**src/rtl/core/lsdb_pkg.sv**
```systemverilog
package lsdb_pkg;

  localparam int CHANNELS = 4;
  localparam int TIME_W   = 32;
  localparam int DEB_W    = 16;
  localparam int LEVEL_W  = 3;
  localparam int CFG_IDX_W = 1;
  localparam int CFG_DATA_W = 16;

  // configuration register indexes
  localparam logic [CFG_IDX_W-1:0] CFG_DEBOUNCE_MS = 1'd0;
  localparam logic [CFG_IDX_W-1:0] CFG_ACTIVE_LOW  = 1'd1;

  localparam logic [DEB_W-1:0] DEBOUNCE_RESET = 16'd50;

  // water level codes
  localparam logic [LEVEL_W-1:0] LEVEL_EMPTY       = 3'd0;
  localparam logic [LEVEL_W-1:0] LEVEL_LOW         = 3'd1;
  localparam logic [LEVEL_W-1:0] LEVEL_MEDIUM      = 3'd2;
  localparam logic [LEVEL_W-1:0] LEVEL_MEDIUM_HIGH = 3'd3;
  localparam logic [LEVEL_W-1:0] LEVEL_HIGH        = 3'd4;

  // per-channel update request from the top level
  typedef struct packed {
    logic load;    // a poll with bus ok is being committed
    logic pin_ok;  // this pin read successfully
    logic wet;     // polarity-corrected reading
  } chan_req_t;

  // encode the stable mask as a water level
  function automatic logic [LEVEL_W-1:0] encode_level(input logic [CHANNELS-1:0] m);
    logic [LEVEL_W-1:0] code;
    if (!m[0]) code = LEVEL_EMPTY;
    else if (!m[1]) code = LEVEL_LOW;
    else if (m[3]) code = LEVEL_HIGH;
    else if (m[2]) code = LEVEL_MEDIUM_HIGH;
    else code = LEVEL_MEDIUM;
    return code;
  endfunction

endpackage

```
**src/rtl/core/lsdb_chan.sv**
```systemverilog
module lsdb_chan (
  input  logic                        clk,
  input  logic                        rst_n,
  input  lsdb_pkg::chan_req_t         req,
  input  logic [lsdb_pkg::TIME_W-1:0] now_ms,
  input  logic [lsdb_pkg::DEB_W-1:0]  debounce_ms,
  output logic                        stable_wet,
  output logic                        stable_wet_nxt
);
  import lsdb_pkg::*;

  logic              raw_r, raw_nxt;
  logic              stable_r, stable_nxt;
  logic [TIME_W-1:0] change_r, change_nxt;
  logic [TIME_W-1:0] elapsed;
  logic              changed;

  // restart the change time on a new reading, then check the hold time
  always_comb begin
    changed    = req.pin_ok && (req.wet != raw_r);
    raw_nxt    = req.pin_ok ? req.wet : raw_r;
    change_nxt = changed ? now_ms : change_r;
    elapsed    = now_ms - change_nxt;
    stable_nxt = stable_r;
    if (req.pin_ok && (req.wet != stable_r) &&
        (elapsed >= {{(TIME_W-DEB_W){1'b0}}, debounce_ms})) begin
      stable_nxt = req.wet;
    end
  end

  // commit only when the request is taken into the result
  always_ff @(posedge clk) begin
    if (!rst_n) begin
      raw_r    <= 1'b0;
      stable_r <= 1'b0;
      change_r <= '0;
    end else if (req.load) begin
      raw_r    <= raw_nxt;
      stable_r <= stable_nxt;
      change_r <= change_nxt;
    end
  end

  assign stable_wet     = stable_r;
  assign stable_wet_nxt = stable_nxt;

endmodule

```
**src/rtl/core/level_switch_debounce_bank.sv**
```systemverilog
// Four-channel level-switch debouncer with wet/dry polarity and level encode.
// A request passes through the input register, then the result register.
// Throughput: one request per cycle unless the result stalls; the per-pin compare and
// 32-bit wrapping subtract sit between the input register and state/result registers.
// Reset (synchronous, rst_n low): all pins dry, change times zero, level empty,
// unavailable, debounce 50 ms, active high polarity; no result pending.
module level_switch_debounce_bank (
  input  logic                            clk,
  input  logic                            rst_n,
  input  logic                            cfg_we,
  input  logic [lsdb_pkg::CFG_IDX_W-1:0]  cfg_index,
  input  logic [lsdb_pkg::CFG_DATA_W-1:0] cfg_wdata,
  input  logic                            in_valid,
  output logic                            in_stall,
  input  logic                            in_bus_ok,
  input  logic [lsdb_pkg::CHANNELS-1:0]   in_pin_valid,
  input  logic [lsdb_pkg::CHANNELS-1:0]   in_pin_level,
  input  logic [lsdb_pkg::TIME_W-1:0]     in_now_ms,
  output logic                            out_valid,
  input  logic                            out_stall,
  output logic                            out_sensors_available,
  output logic [lsdb_pkg::CHANNELS-1:0]   out_wet_mask,
  output logic [lsdb_pkg::LEVEL_W-1:0]    out_level_code,
  output logic                            out_level_ok
);
  import lsdb_pkg::*;

  logic [DEB_W-1:0]    debounce_r;
  logic                active_low_r;

  logic                s1_valid_r;
  logic                s1_bus_ok_r;
  logic [CHANNELS-1:0] s1_pin_valid_r;
  logic [CHANNELS-1:0] s1_pin_level_r;
  logic [TIME_W-1:0]   s1_now_r;

  logic                out_valid_r;
  logic                avail_r;
  logic [LEVEL_W-1:0]  level_r, level_nxt;

  logic                advance;
  logic                commit;
  logic                load;
  logic [CHANNELS-1:0] wet_now;
  logic [CHANNELS-1:0] stable_mask;
  logic [CHANNELS-1:0] stable_nxt_mask;
  chan_req_t           req [CHANNELS];

  // configuration writes
  always_ff @(posedge clk) begin
    if (!rst_n) begin
      debounce_r   <= DEBOUNCE_RESET;
      active_low_r <= 1'b0;
    end else if (cfg_we) begin
      unique case (cfg_index)
        CFG_DEBOUNCE_MS: debounce_r   <= cfg_wdata[DEB_W-1:0];
        CFG_ACTIVE_LOW:  active_low_r <= cfg_wdata[0];
        default: ;
      endcase
    end
  end

  // handshake: the result register frees when empty or taken
  assign advance  = !out_valid_r || !out_stall;
  assign commit   = s1_valid_r && advance;
  assign in_stall = s1_valid_r && !advance;
  assign load     = commit && s1_bus_ok_r;

  // hold the input request
  always_ff @(posedge clk) begin
    if (!rst_n) begin
      s1_valid_r <= 1'b0;
    end else if (!in_stall) begin
      s1_valid_r <= in_valid;
    end
  end

  always_ff @(posedge clk) begin
    if (in_valid && !in_stall) begin
      s1_bus_ok_r    <= in_bus_ok;
      s1_pin_valid_r <= in_pin_valid;
      s1_pin_level_r <= in_pin_level;
      s1_now_r       <= in_now_ms;
    end
  end

  // map levels to wet by polarity
  assign wet_now = active_low_r ? ~s1_pin_level_r : s1_pin_level_r;

  genvar g;
  generate
    for (g = 0; g < CHANNELS; g++) begin : g_chan
      always_comb begin
        req[g].load   = load;
        req[g].pin_ok = s1_pin_valid_r[g];
        req[g].wet    = wet_now[g];
      end

      lsdb_chan u_chan (
        .clk           (clk),
        .rst_n         (rst_n),
        .req           (req[g]),
        .now_ms        (s1_now_r),
        .debounce_ms   (debounce_r),
        .stable_wet    (stable_mask[g]),
        .stable_wet_nxt(stable_nxt_mask[g])
      );
    end
  endgenerate

  // encode the level from each channel's next stable value
  assign level_nxt = encode_level(stable_nxt_mask);

  // result register and held level/availability
  always_ff @(posedge clk) begin
    if (!rst_n) begin
      out_valid_r <= 1'b0;
      avail_r     <= 1'b0;
      level_r     <= LEVEL_EMPTY;
    end else begin
      if (advance) begin
        out_valid_r <= s1_valid_r;
      end
      if (commit) begin
        avail_r <= s1_bus_ok_r;
      end
      if (load) begin
        level_r <= level_nxt;
      end
    end
  end

  assign out_valid             = out_valid_r;
  assign out_sensors_available = avail_r;
  assign out_wet_mask          = stable_mask;
  assign out_level_code        = level_r;
  assign out_level_ok          = avail_r && (level_r != LEVEL_EMPTY);

endmodule

```
**config.mk**
```make
export PLATFORM = sky130hd
export DESIGN_NAME = level_switch_debounce_bank
export DESIGN_NICKNAME = d
export VERILOG_FILES = /design/src/rtl/core/lsdb_pkg.sv /design/src/rtl/core/lsdb_chan.sv /design/src/rtl/core/level_switch_debounce_bank.sv
export SDC_FILE = /design/constraint.sdc
export NUM_CORES = 1
export LEC_CHECK = 0
export BUFFER_PORTS_ARGS = -buffer_cell sky130_fd_sc_hd__buf_2
export CAP_MARGIN = 30
export CORE_MARGIN = 5
export CORE_UTILIZATION = 30
export DETAILED_ROUTE_END_ITERATION = 16
export GPL_ROUTABILITY_DRIVEN = 0
export PLACE_DENSITY = 0.55
export SKIP_LAST_GASP = 1
export SLEW_MARGIN = 20
export SYNTH_ARGS = -nofsm -noshare
export SYNTH_HDL_FRONTEND = slang
export SYNTH_SLANG_ARGS = --single-unit
```
**constraint.sdc**
```tcl
create_clock -name clk -period 14.8 [get_ports clk]
set_input_delay 0 -clock clk [delete_from_list [all_inputs] [get_ports clk]]
set_output_delay 0 -clock clk [all_outputs]
set_load 0.01 [all_outputs]
```
Word-level counts from Yosys, hierarchy flattened

Cells that the tools add are included.

Add/subtract/negate cells: 4
Reductions and logical operators: 29
Bitwise gates (word level): 2
Multiplexer cells: 13
Eq/ne operators: 8
Magnitude comparators: 4

Operators with widths:

| operator                                         | count |
|---|---|
| 32-bit by 16-bit >= comparator with 1-bit output | 4 |
| 32-bit 2-to-1 mux                                | 4 |
| 32-bit subtractor                                | 4 |
| 1-bit logical AND                                | 17 |
| 2-bit AND reduction                              | 6 |
| 3-bit 2-to-1 mux                                 | 3 |
| 1-bit != test                                    | 8 |
| 1-bit 2-to-1 mux                                 | 5 |
| 1-bit zero test                                  | 4 |
| 4-bit 2-to-1 mux                                 | 1 |
| 4-bit NOT                                        | 1 |
| 3-bit nonzero test                               | 1 |
| 1-bit logical OR                                 | 1 |
| 1-bit NOT                                        | 1 |

Flip-flop bits (word level): 200
Bits of input ports: 63
Logic and storage cells: 82

Logic depth before layout (Yosys ltp)

Gate-level depths: netlist (run 1).

Word-level depth: 13
Gate-level depth with buffers: 31
Mapped depth without buffers: 27

Hierarchy

From an unflattened synthesis (run 1), not the netlist that was laid out.

Cells, all modules: 2235
Area total of the unflattened synthesis: 18087.3 um^2

By module, submodules not included:

| module                           | cells each | times used | area an instance (um^2) |
|---|---|---|---|
| lsdb_chan (g_chan[1].u_chan ...) | 518        | 2          | 3955.0 |
| lsdb_chan (g_chan[3].u_chan)     | 526        | 1          | 4082.7 |
| lsdb_chan (g_chan[0].u_chan)     | 517        | 1          | 3961.3 |
| level_switch_debounce_bank       | 156        | 1          | 2133.3 |

Least setup slack after synthesis (run 1)

OpenSTA, ideal clock, no wires.

Path type: flip-flop to flip-flop
Start: register active_low_r
End: register g_chan[1].u_chan.stable_r
Cell stages (with the launch flop): 27
Arrival: 6.656 ns
Library setup time: 0.070 ns
Clock period less this slack: 6.727 ns
Required time: 14.730 ns
Setup slack: 8.073 ns
Cells stage by stage: dfxtp_1 buf_6 xor3_1 and2_1 clkbuf_1 buf_1 mux2i_1 ha_1 a21o_1 a311o_1 a31oi_2 o31a_1 nor2_1 a21oi_1 xnor2_1 ha_1 a21o_1 a21oi_1 o221ai_1 a31oi_1 or4b_2 or4_1 nand4bb_1 or4_1 o311a_1 or3_1 a21oi_1

Cells in the longest elaborated chain, start to end: 8
Elaborated cells on any way between the ends: 10
Those cells by class: add/sub: 1; order compare: 1; eq/ne: 2; mux: 3; reduce/logical: 3

Ends and longest elaborated chain:

| item                                             | line                             | RTL |
|---|---|---|
| from (decl)                                      | level_switch_debounce_bank.sv:29 | `logic active_low_r;` |
| from (signal assigned)                           | level_switch_debounce_bank.sv:57 | `CFG_ACTIVE_LOW: active_low_r <= cfg_wdata[0];` |
| 4-bit 2-to-1 mux *                               | level_switch_debounce_bank.sv:88 | `assign wet_now = active_low_r ? ~s1_pin_level_r : s1_pin_level_r;` |
| 1-bit != test                                    | lsdb_chan.sv:20                  | `changed = req.pin_ok && (req.wet != raw_r);` |
| 1-bit logical AND                                | lsdb_chan.sv:20                  |  |
| 32-bit 2-to-1 mux                                | lsdb_chan.sv:22                  | `change_nxt = changed ? now_ms : change_r;` |
| 32-bit subtractor                                | lsdb_chan.sv:23                  | `elapsed = now_ms - change_nxt;` |
| 32-bit by 16-bit >= comparator with 1-bit output | lsdb_chan.sv:26                  | `(elapsed >= {{(TIME_W-DEB_W){1'b0}}, debounce_ms})) begin` |
| 1-bit logical AND                                | lsdb_chan.sv:25                  | `if (req.pin_ok && (req.wet != stable_r) &&` |
| 1-bit 2-to-1 mux *                               | lsdb_chan.sv:25                  |  |
| to (signal assigned)                             | lsdb_chan.sv:39                  | `stable_r <= stable_nxt;` |
| to (decl)                                        | lsdb_chan.sv:13                  | `logic stable_r, stable_nxt;` |

Mark *: on every way between the ends. The rest lies on a longest branch, timed or not.
A chain may end at the register's enable or synchronous reset.

Final worst setup path (run 1)

Start: register active_low_r
End: register level_r[2], in the netlist out_level_code[2]

Cells in the longest elaborated chain, start to end: 11
Elaborated cells on any way between the ends: 31
Those cells by class: add/sub: 3; order compare: 3; eq/ne: 6; mux: 10; reduce/logical: 9

Ends and longest elaborated chain:

| item                                             | line                              | RTL |
|---|---|---|
| 4-bit 2-to-1 mux                                 | level_switch_debounce_bank.sv:88  |  |
| 1-bit != test                                    | lsdb_chan.sv:20                   |  |
| 1-bit logical AND                                | lsdb_chan.sv:20                   |  |
| 32-bit 2-to-1 mux                                | lsdb_chan.sv:22                   |  |
| via g_chan[3].u_chan.change_nxt[0]               | lsdb_chan.sv:14                   | `logic [TIME_W-1:0] change_r, change_nxt;` |
| 32-bit subtractor                                | lsdb_chan.sv:23                   |  |
| 32-bit by 16-bit >= comparator with 1-bit output | lsdb_chan.sv:26                   |  |
| 1-bit logical AND                                | lsdb_chan.sv:25                   |  |
| 1-bit 2-to-1 mux                                 | lsdb_chan.sv:25                   |  |
| 3-bit 2-to-1 mux                                 | lsdb_pkg.sv:35                    | `else if (m[3]) code = LEVEL_HIGH;` |
| 3-bit 2-to-1 mux                                 | lsdb_pkg.sv:34                    | `else if (!m[1]) code = LEVEL_LOW;` |
| 3-bit 2-to-1 mux                                 | lsdb_pkg.sv:33                    | `if (!m[0]) code = LEVEL_EMPTY;` |
| to (signal assigned)                             | level_switch_debounce_bank.sv:128 | `level_r <= level_nxt;` |
| to (decl)                                        | level_switch_debounce_bank.sv:39  | `logic [LEVEL_W-1:0] level_r, level_nxt;` |

The timed path passes the listed nets, and every way through them passes these cells.

==> out/summary.txt, run 1 <==
Outcome = finished clean
Vias = 17590
Crit Path Class = reg2reg
Most common cell in the netlist = nand2_1
Area grow syn2layout = 13.43%
Die area = 0.06424 mm^2
Largest net degree at the start of global routing = 79
Measured slew at the worst slew-check pin = 0.9468 ns
Required time of the critical path = 15.22 ns
Synth Register Bits = 200
Clock Skews = 0.01303 ns
Clk sinks = 200
Unique masters post-synth = 81
Layout cells sized above 1 = 7.198%
CTS buffer count = 17
Worst-path fanout max = 29
Dpl ws = 7.408 ns
Number of I/O pins = 74
Crit path DAT = 8.03 ns
Post-Syn Area = 0.01778 mm^2
Reg2reg start = active_low_r
# resized after CTS = 0
Post-DP HPWL = 45160 um
Top post-synthesis cells by area = dfxtp_1, ha_1, edfxtp_1, a21oi_1, mux2i_1
Top cells by count, synth = nand2_1, a21oi_1, nor2_1, ha_1, dfxtp_1
CTS H-tree depth = 4
Setup TNS Final = 0 ns
Clock root buffer = clkbuf_16
Reg clk slew, reported paths = 0.09 ns
Final Max Slew Viols = 0
Initial antenna violation count = 0
PwrDens = 92.60 mW/mm^2
Yosys warning total = 0
Period Utilization, post-route = 51.42%
Share of the synthesized area in the top cell type = 17.90%
Max_cap viols = 0
Critical path's top delay family = compound AO/OA/AOI/OAI gates
ANT cells = 0
Hold-fix buffers, CTS = 67
Synthesized area per cell = 7.819 um^2
Final Net Count = 2566
Core area = 0.05891 mm^2
Minimum clock period = 7.610 ns
Synth area leader = dfxtp_1
CP most frequent cell = nand2_1
Global-route wire length before repair = 91760 um
Setup ws final = 7.190 ns
Iter 0 DRT Violations = 1567
Slowest cell on crit path = nand2_1
# rows = 89
Reg-to-reg endpoint = out_level_code[2]
Number of synthesized flops with an enable pin = 41
Slowest Stage Delay on Critical Path = 0.69 ns
Remaining routing DRC violations = 0
Final setup fails = 0
Worst skew pair latency = 0.51 ns
Worst VDD drop = 0.07017 mV
Primary FF master, synth = dfxtp_1
All-Layer GR Usage = 17.98%
CP bufs+invs = 2
Post-Syn Instances = 2274
Worst hold path class = in2reg
Crit. path cell count = 26
Initial core utilization = 30.18%
Worst R2R Setup Slack = 7.19 ns
Startpoint types = flip-flop
Worst Setup SP = active_low_r
CTS tree = yes
Leak = 7.660 nW
Reg2Reg Depth = 26
IO buf count = 73
Drt via density = 5.636
Post-synthesis async set-or-reset flop share = 0%
RSZ-0062 raised after global routing = false
# Post-CTS Setup Buffers = 0
Crit path capture = out_level_code[2]
Longest Clk Path Bufs = 2
Vias in the first global route = 16810
Grt ovf = 0
Width of the die = 253.5 um
Final hold vios = 0
Final wirelength = 59370 um
Die span in y = 253.5 um
Seq/Total Area, Yosys = 24.83%
First-pass DRT Iterations = 7
DRT antenna net count = 0
Net Count, Synth = 2505
Max Freq = 0.1314 GHz
Worst Setup End Kind = flip-flop
Relative slew slack = 36.08%
Drt wl/cell = 19.02 um
==> kinds of logic (layout without fill, tap and decap cells) <==
| group | count (synthesis) | after routing | share of synthesized area (%) |
|---|---|---|---|
| flops | 200 | 200 | 24.83 |
| compound gates | 729 | 729 | 27.23 |
| fa+ha+maj | 172 | 172 | 12.13 |
| mux | 106 | 106 | 6.002 |
| buf+inv | 193 | 267 | 4.208 |
| simple gates | 770 | 770 | 20.15 |
| xor+xnor | 104 | 104 | 5.446 |
==> metal layers <==
layer / track usage, % / vias up / share of wire (%)
li1: - / 8558 / -
met1: 23.29 / 8370 / 45
met2: 30.63 / 551 / 47
met3: 2.753 / 112 / 4.8
met4: 6.155 / 0 / 3.0
met5: 0 / - / 0
==> power by group <==
part,internal (mW),leakage [nW],switching [mW]
sequential,0.581,1.70,0.0289
combinational,0.302,5.67,0.451
clock,0.233,0.299,0.273
==> cell type report <==
class	instances	area [um^2]
multi-input combinational	1881	12650
clock buffer	17	425.4
fill	6092	38740
timing repair buffer	167	1261
inverter	68	257.7
tap	773	967.2
sequential	200	4414
clock inverter	15	191.4
==> placed cells by master, fill, tap and decap left out, drive strengths merged, types with 14 or more instances in the layout <==
cell type | synthesis | routed
a211oi | 113 | 113
a21o | 55 | 55
a21oi | 218 | 218
a31oi | 19 | 19
buf | 11 | 99
clkbuf | 114 | 17
dfxtp | 159 | 159
dlygate4sd3 | 0 | 68
edfxtp | 41 | 41
ha | 166 | 166
inv | 68 | 78
mux2i | 101 | 101
nand2 | 258 | 258
nand2b | 44 | 44
nand3 | 54 | 54
nand4 | 34 | 34
nor2 | 216 | 216
nor2b | 40 | 40
nor3 | 37 | 37
o2111ai | 14 | 14
o211ai | 21 | 21
o21a | 18 | 18
o21ai | 109 | 109
o21bai | 19 | 19
o31ai | 14 | 14
or3 | 15 | 15
xnor2 | 60 | 60
xor2 | 40 | 40
==> worst min path at each step <==
stage / slack [ns] / cells past startpoint / start / to
after floorplan: 0.1 / 0 / in_bus_ok / s1_bus_ok_r
after global placement: 0.18 / 1 / in_now_ms[17] / s1_now_r[17]
after detailed placement: 0.18 / 1 / in_pin_valid[0] / s1_pin_valid_r[0]
after CTS: 0.11 / 4 / cfg_we / debounce_r[9]
after global routing: 0.17 / 2 / in_pin_level[2] / s1_pin_level_r[2]
final: 0.19 / 2 / in_now_ms[1] / s1_now_r[1]
==> per-stage QoR <==
stage	power, mW	hold WS (ns)	cells	instance area [um^2]	util [%]
after floorplan	1.157	0.09887	2274	17780	-
after CTS	1.872	0.1053	3117	20120	34.15
final	1.868	0.1898	3121	20170	34.24
after global placement	1.332	0.1767	3018	18830	31.96
after detailed placement	1.343	0.1781	3018	18830	31.96
after global routing	1.987	0.1722	3121	20170	34.24
==> sequential cells by signal (all words and copies together), names as in the netlist <==
name	flops
active_low_r	1
debounce_r	16
g_chan.u_chan.change_r	128
g_chan.u_chan.raw_r	4
g_chan.u_chan.stable_wet	4
out_level_code	3
out_sensors_available	1
out_valid	1
s1_bus_ok_r	1
s1_now_r	32
s1_pin_level_r	4
s1_pin_valid_r	4
s1_valid_r	1
Note: power is estimated with default switching activity, not from simulation.
==> run 2: changes to the inputs <==
--- a/config.mk
+++ b/config.mk
@@ -11,7 +11,7 @@
 export CORE_UTILIZATION = 30
 export DETAILED_ROUTE_END_ITERATION = 16
 export GPL_ROUTABILITY_DRIVEN = 0
-export PLACE_DENSITY = 0.55
+export PLACE_DENSITY = 0.56
 export SKIP_LAST_GASP = 1
 export SLEW_MARGIN = 20
 export SYNTH_ARGS = -nofsm -noshare
==> constraint.sdc (replaced) <==
create_clock -name clk -period 6.15 [get_ports clk]
set_input_delay 0 -clock clk [delete_from_list [all_inputs] [get_ports clk]]
set_output_delay 0 -clock clk [all_outputs]
set_load 0.01 [all_outputs]
==> run 2 against run 1 <==
The flow now finishes with violations (negative setup slack). Sequential power increased by 140%. Power increased by 150%. Worst hold slack got worse by 0.12 ns. Global-route usage increased by 0.51 points. Critical path type unchanged. Critical path depth unchanged.
==> out/summary.txt, run 2 (synthesis results as in run 1) <==
Vias = 18070
First-pass DRT Iterations = 6
Width of the die = 253.5 um
Startpoint types = flip-flop
CTS H-tree depth = 4
Minimum clock period = 6.206 ns
Failing checks = negative setup slack
Switch share = 38.99%
Number of I/O pins = 74
Longest Clk Path Bufs = 2
CTS buffer count = 17
Dpl ws = -0.2647 ns
Relative slew slack = 40.71%
CTS tree = yes
Comb pwr share = 43.2%
Global-route wire length before repair = 94650 um
IO buf count = 73
Max Freq = 0.1611 GHz
Clk sinks = 200
Core area = 0.05891 mm^2
Setup ws final = -0.05574 ns
ANT cells = 0
Worst VDD drop = 0.2541 mV
Commonest non-fill, non-tap cell in the layout = nand2_1
Worst-path fanout max = 5
Placed cell count = 3107
Worst hold path class = in2reg
Initial core utilization = 30.18%
Total power = 4.601 mW
Power Internal = 2.807 mW
Worst skew pair latency = 0.51 ns
Grt ovf = 0
Biggest register = g_chan.u_chan.change_r
Most frequent cells in the layout = nand2_1, nor2_1, a21oi_1, ha_1, dfxtp_1
Required time of the critical path = 6.59 ns
Leak = 8.164 nW
Outcome = complete, but fails checks
Drt wl/cell = 19.06 um
Flip-flop count of the largest register after layout = 128
Clock Skews = 0.01054 ns
Setup TNS Final = -0.1235 ns
Final Max Slew Viols = 0
Vias in the first global route = 17260
DRT antenna net count = 0
Final wirelength = 61440 um
Clock root buffer = clkbuf_16
Final non-filler cell total = 3224
CP most frequent cell = a21oi_2
Worst Setup SP = g_chan[1].u_chan.raw_r
Slowest Stage Delay on Critical Path = 0.50 ns
Worst Setup End Kind = flip-flop
PwrDens = 217.2 mW/mm^2
Crit path DAT = 6.65 ns
Final Net Count = 2669
Worst Hold Launch = cfg_index
Largest regs = g_chan.u_chan.change_r x128, s1_now_r x32, debounce_r x16
Slowest cell on crit path = or4_4
Clk pwr share = 24.9%
Area post-placement = 0.01953 mm^2
Drt via density = 5.604
Area grow syn2layout = 19.15%
Post-DP HPWL = 47510 um
Final setup fails = 3
Die area = 0.06424 mm^2
Initial antenna violation count = 0
Hold Slack = 0.06814 ns
Layout cells sized above 1 = 12.69%
Seq pwr share = 31.9%
Max_cap viols = 0
Period Utilization, post-route = 100.9%
Post-route cell area = 0.02119 mm^2
Largest net degree at the start of global routing = 80
Reg clk slew, reported paths = 0.08 ns
RSZ-0062 raised after global routing = true
# rows = 89
Reg2reg start = g_chan[1].u_chan.raw_r
Final hold vios = 0
Measured slew at the worst slew-check pin = 0.8893 ns
All-Layer GR Usage = 18.50%
Iter 0 DRT Violations = 1293
Remaining routing DRC violations = 0
Crit Path Class = reg2reg
Die span in y = 253.5 um
Fin util = 35.97%
Switch Pwr = 1.794 mW
-- run 2: worst max-delay path, delay by kind of cell, from the launching register on --
family	cells	cell delay, ns
compound gates	10	1.64
simple gates	8	2.52
mux	1	0.23
fa+ha+maj	2	0.47
xor+xnor	2	0.59
flops	1	0.32
buf+inv	3	0.37
-- run 2: layout make-up --
cell class / count / area [um^2]
Inverter: 68 / 257.7
Clock buffer: 17 / 425.4
Multi-Input combinational cell: 1881 / 12910
Fill cell: 6031 / 37720
Tap cell: 773 / 967.2
Timing Repair Buffer: 270 / 2064
Sequential cell: 200 / 4417
Clock inverter: 15 / 141.4
-- run 2: power by group through the flow --
| stage | clock (mW) | combinational (mW) | sequential, mW |
|---|---|---|---|
| after CTS | 1.19 | 1.91 | 1.46 |
| final | 1.15 | 1.99 | 1.47 |
| after global routing | 1.23 | 2.18 | 1.47 |
| after detailed placement | 0 | 1.86 | 1.49 |
| after floorplan | 0 | 1.32 | 1.46 |
| after global placement | 0 | 1.82 | 1.49 |
-- run 2: final timing paths --
| check | end | slack (ns) | cells past startpoint |
|---|---|---|---|
| hold reg to reg | g_chan[3].u_chan.change_r[17] | 0.46 | 2 |
| setup reg to reg | g_chan[1].u_chan.stable_wet | -0.06 | 26 |
| hold / removal | debounce_r[11] | 0.07 | 5 |
| setup / recovery | g_chan[1].u_chan.stable_wet | -0.06 | 26 |
-- run 2: repair_timing --
action | CTS | global route
pin swaps | 16 | 13
setup endpoints to repair | 4 | 7
resized for setup | 12 | 48
hold buffers | 72 | 0
buffers inserted | 5 | 7
hold endpoints to repair | 63 | 0
-- run 2: layer usage --
layer  GRT usage, %  up-vias  part of all wire, %  wire [um]
met3          2.947      113                  4.8       2945
met1          23.56     8714                   45      27450
met4          7.589        0                  3.5       2157
met2          31.26      482                   47      28880
met5              0        -                    0          0
li1               -     8758                    -          -
==> run 3: changes to the inputs <==
--- a/config.mk
+++ b/config.mk
@@ -11,6 +11,7 @@
 export CORE_UTILIZATION = 30
 export DETAILED_ROUTE_END_ITERATION = 16
 export GPL_ROUTABILITY_DRIVEN = 0
+export HOLD_SLACK_MARGIN = 0.15
 export PLACE_DENSITY = 0.56
 export SKIP_LAST_GASP = 1
 export SLEW_MARGIN = 20
==> run 3 against run 2 <==
The run still ends with negative setup slack left. Cell count increased by 0.74%. Power increased by 0.22%. Setup slack got worse by 0.024 ns. Critical path depth unchanged. Clock skew about the same. Clock-buffer cell count unchanged. Non-clock buffer count increased by 24. Routed wire length increased by 0.26%. First-iteration DRC count decreased by 2.9%. Via count increased by 0.30%. Fmax decreased by 0.39%. Register-to-register slack got worse by 0.02 ns.
==> out/summary.txt, run 3 (synthesis results as in run 1) <==
Number of I/O pins = 74
Measured slew at the worst slew-check pin = 0.8814 ns
Startpoint types = flip-flop
Crit Path Class = reg2reg
Leak = 8.271 nW
Final Max Slew Viols = 0
Vias = 18120
Clk sinks = 200
Drt via density = 5.579
CTS H-tree depth = 4
PwrDens = 215.2 mW/mm^2
Worst skew pair latency = 0.50 ns
Failing checks = negative setup slack
Final setup fails = 3
Worst R2R Setup Slack = -0.08 ns
Core area = 0.05891 mm^2
Final Net Count = 2693
Longest Clk Path Bufs = 2
Worst VDD drop = 0.2524 mV
Area grow syn2layout = 20.51%
Global-route wire length before repair = 95020 um
Layout cells sized above 1 = 12.57%
Worst Setup End Kind = flip-flop
Final hold vios = 0
Required time of the critical path = 6.59 ns
First-pass DRT Iterations = 6
Initial antenna violation count = 0
Setup TNS Final = -0.1869 ns
Clock root buffer = clkbuf_16
Final wirelength = 61600 um
CTS buffer count = 17
Largest net degree at the start of global routing = 80
Most frequent cells in the layout = nand2_1, nor2_1, a21oi_1, ha_1, dfxtp_1
Width of the die = 253.5 um
Worst-path fanout max = 5
Post-DP HPWL = 47510 um
Die span in y = 253.5 um
Period Utilization, post-route = 101.3%
Clock Skews = 0.01093 ns
Grt ovf = 0
Largest regs = g_chan.u_chan.change_r x128, s1_now_r x32, debounce_r x16
Reg clk slew, reported paths = 0.08 ns
Worst hold path class = in2reg
Reg2reg start = g_chan[1].u_chan.raw_r
Setup ws final = -0.07974 ns
Dpl ws = -0.2647 ns
Outcome = complete, but fails checks
All-Layer GR Usage = 18.54%
# rows = 89
Max_cap viols = 0
Crit path DAT = 6.67 ns
CTS tree = yes
Commonest non-fill, non-tap cell in the layout = nand2_1
Drt wl/cell = 18.96 um
Remaining routing DRC violations = 0
IO buf count = 73
Relative slew slack = 41.24%
Vias in the first global route = 17400
Die area = 0.06424 mm^2
Flip-flop count of the largest register after layout = 128
Minimum clock period = 6.230 ns
RSZ-0062 raised after global routing = true
Initial core utilization = 30.18%
Biggest register = g_chan.u_chan.change_r
Fin util = 36.37%
Max Freq = 0.1605 GHz
Worst Setup SP = g_chan[1].u_chan.raw_r
Iter 0 DRT Violations = 1255
Worst Hold Launch = in_now_ms[16]
ANT cells = 0
DRT antenna net count = 0
run 3: cell count changes in the layout (fill, tap and decap cells not counted), sizes merged:
cell	delta
dlygate4sd3	+24
run 3: cell type report:
cell class | instances | area (um^2)
Multi-Input combinational cell | 1881 | 12910
Timing Repair Buffer | 294 | 2305
Sequential cell | 200 | 4417
Clock buffer | 17 | 425.4
Fill cell | 6009 | 37480
Clock inverter | 15 | 141.4
Tap cell | 773 | 967.2
Inverter | 68 | 257.7
run 3: power by group:
group	leakage [nW]	total (mW)	internal (mW)	switching [mW]
Sequential	1.70	1.47	1.40	0.0686
Clock	0.277	1.15	0.565	0.583
Combinational	6.30	2.00	0.853	1.14
run 3: worst max-delay path, cell delays in order, from the launching register on:
cell	delay, ns
dfxtp_2	0.32
xor3_1	0.40
and2_4	0.20
buf_12	0.13
buf_6	0.11
mux2i_4	0.23
ha_2	0.20
a21o_1	0.15
buf_4	0.13
a211oi_2	0.04
or2_4	0.23
o31a_1	0.32
nor2_1	0.16
a21oi_2	0.08
xnor2_1	0.19
ha_1	0.27
a21o_1	0.17
a21oi_2	0.12
o221ai_2	0.11
a31oi_1	0.15
or4b_4	0.46
or4_1	0.47
nand4bb_1	0.18
or4_4	0.50
o311a_4	0.38
or3_4	0.33
a21oi_2	0.12
run 3: timing repair:
action                                 in CTS  in global routing
endpoints found under the hold margin      64                  0
pin swaps                                  16                 13
hold buffers                               96                  0
resized for setup                          12                 48
setup endpoints to repair                   4                  7
setup buffers                               5                  7
run 3: worst paths after layout:
check | to | depth (start not counted)
max | g_chan[1].u_chan.stable_wet | 26
min | s1_now_r[16] | 2
max reg2reg | g_chan[1].u_chan.stable_wet | 26
min reg2reg | g_chan[3].u_chan.change_r[17] | 2
run 3: per-stage QoR:
stage / total power, mW / cells / hold slack (ns) / area (um^2)
after CTS: 4.574 / 3240 / 0.1578 / 21140
after detailed placement: 3.349 / 3107 / 0.1781 / 19530
after floorplan: 2.789 / 2274 / 0.09887 / 17820
final: 4.611 / 3248 / 0.1982 / 21430
after global routing: 4.900 / 3248 / 0.1711 / 21430
after global placement: 3.311 / 3105 / 0.1777 / 19520
run 3: routing by layer:
layer / GRT usage [%] / wire length, um / up-vias
li1: - / - / 8802
met1: 23.57 / 27430 / 8690
met2: 31.41 / 28970 / 507
met3: 2.988 / 3012 / 123
met4: 7.574 / 2185 / 0
met5: 0 / 0 / -
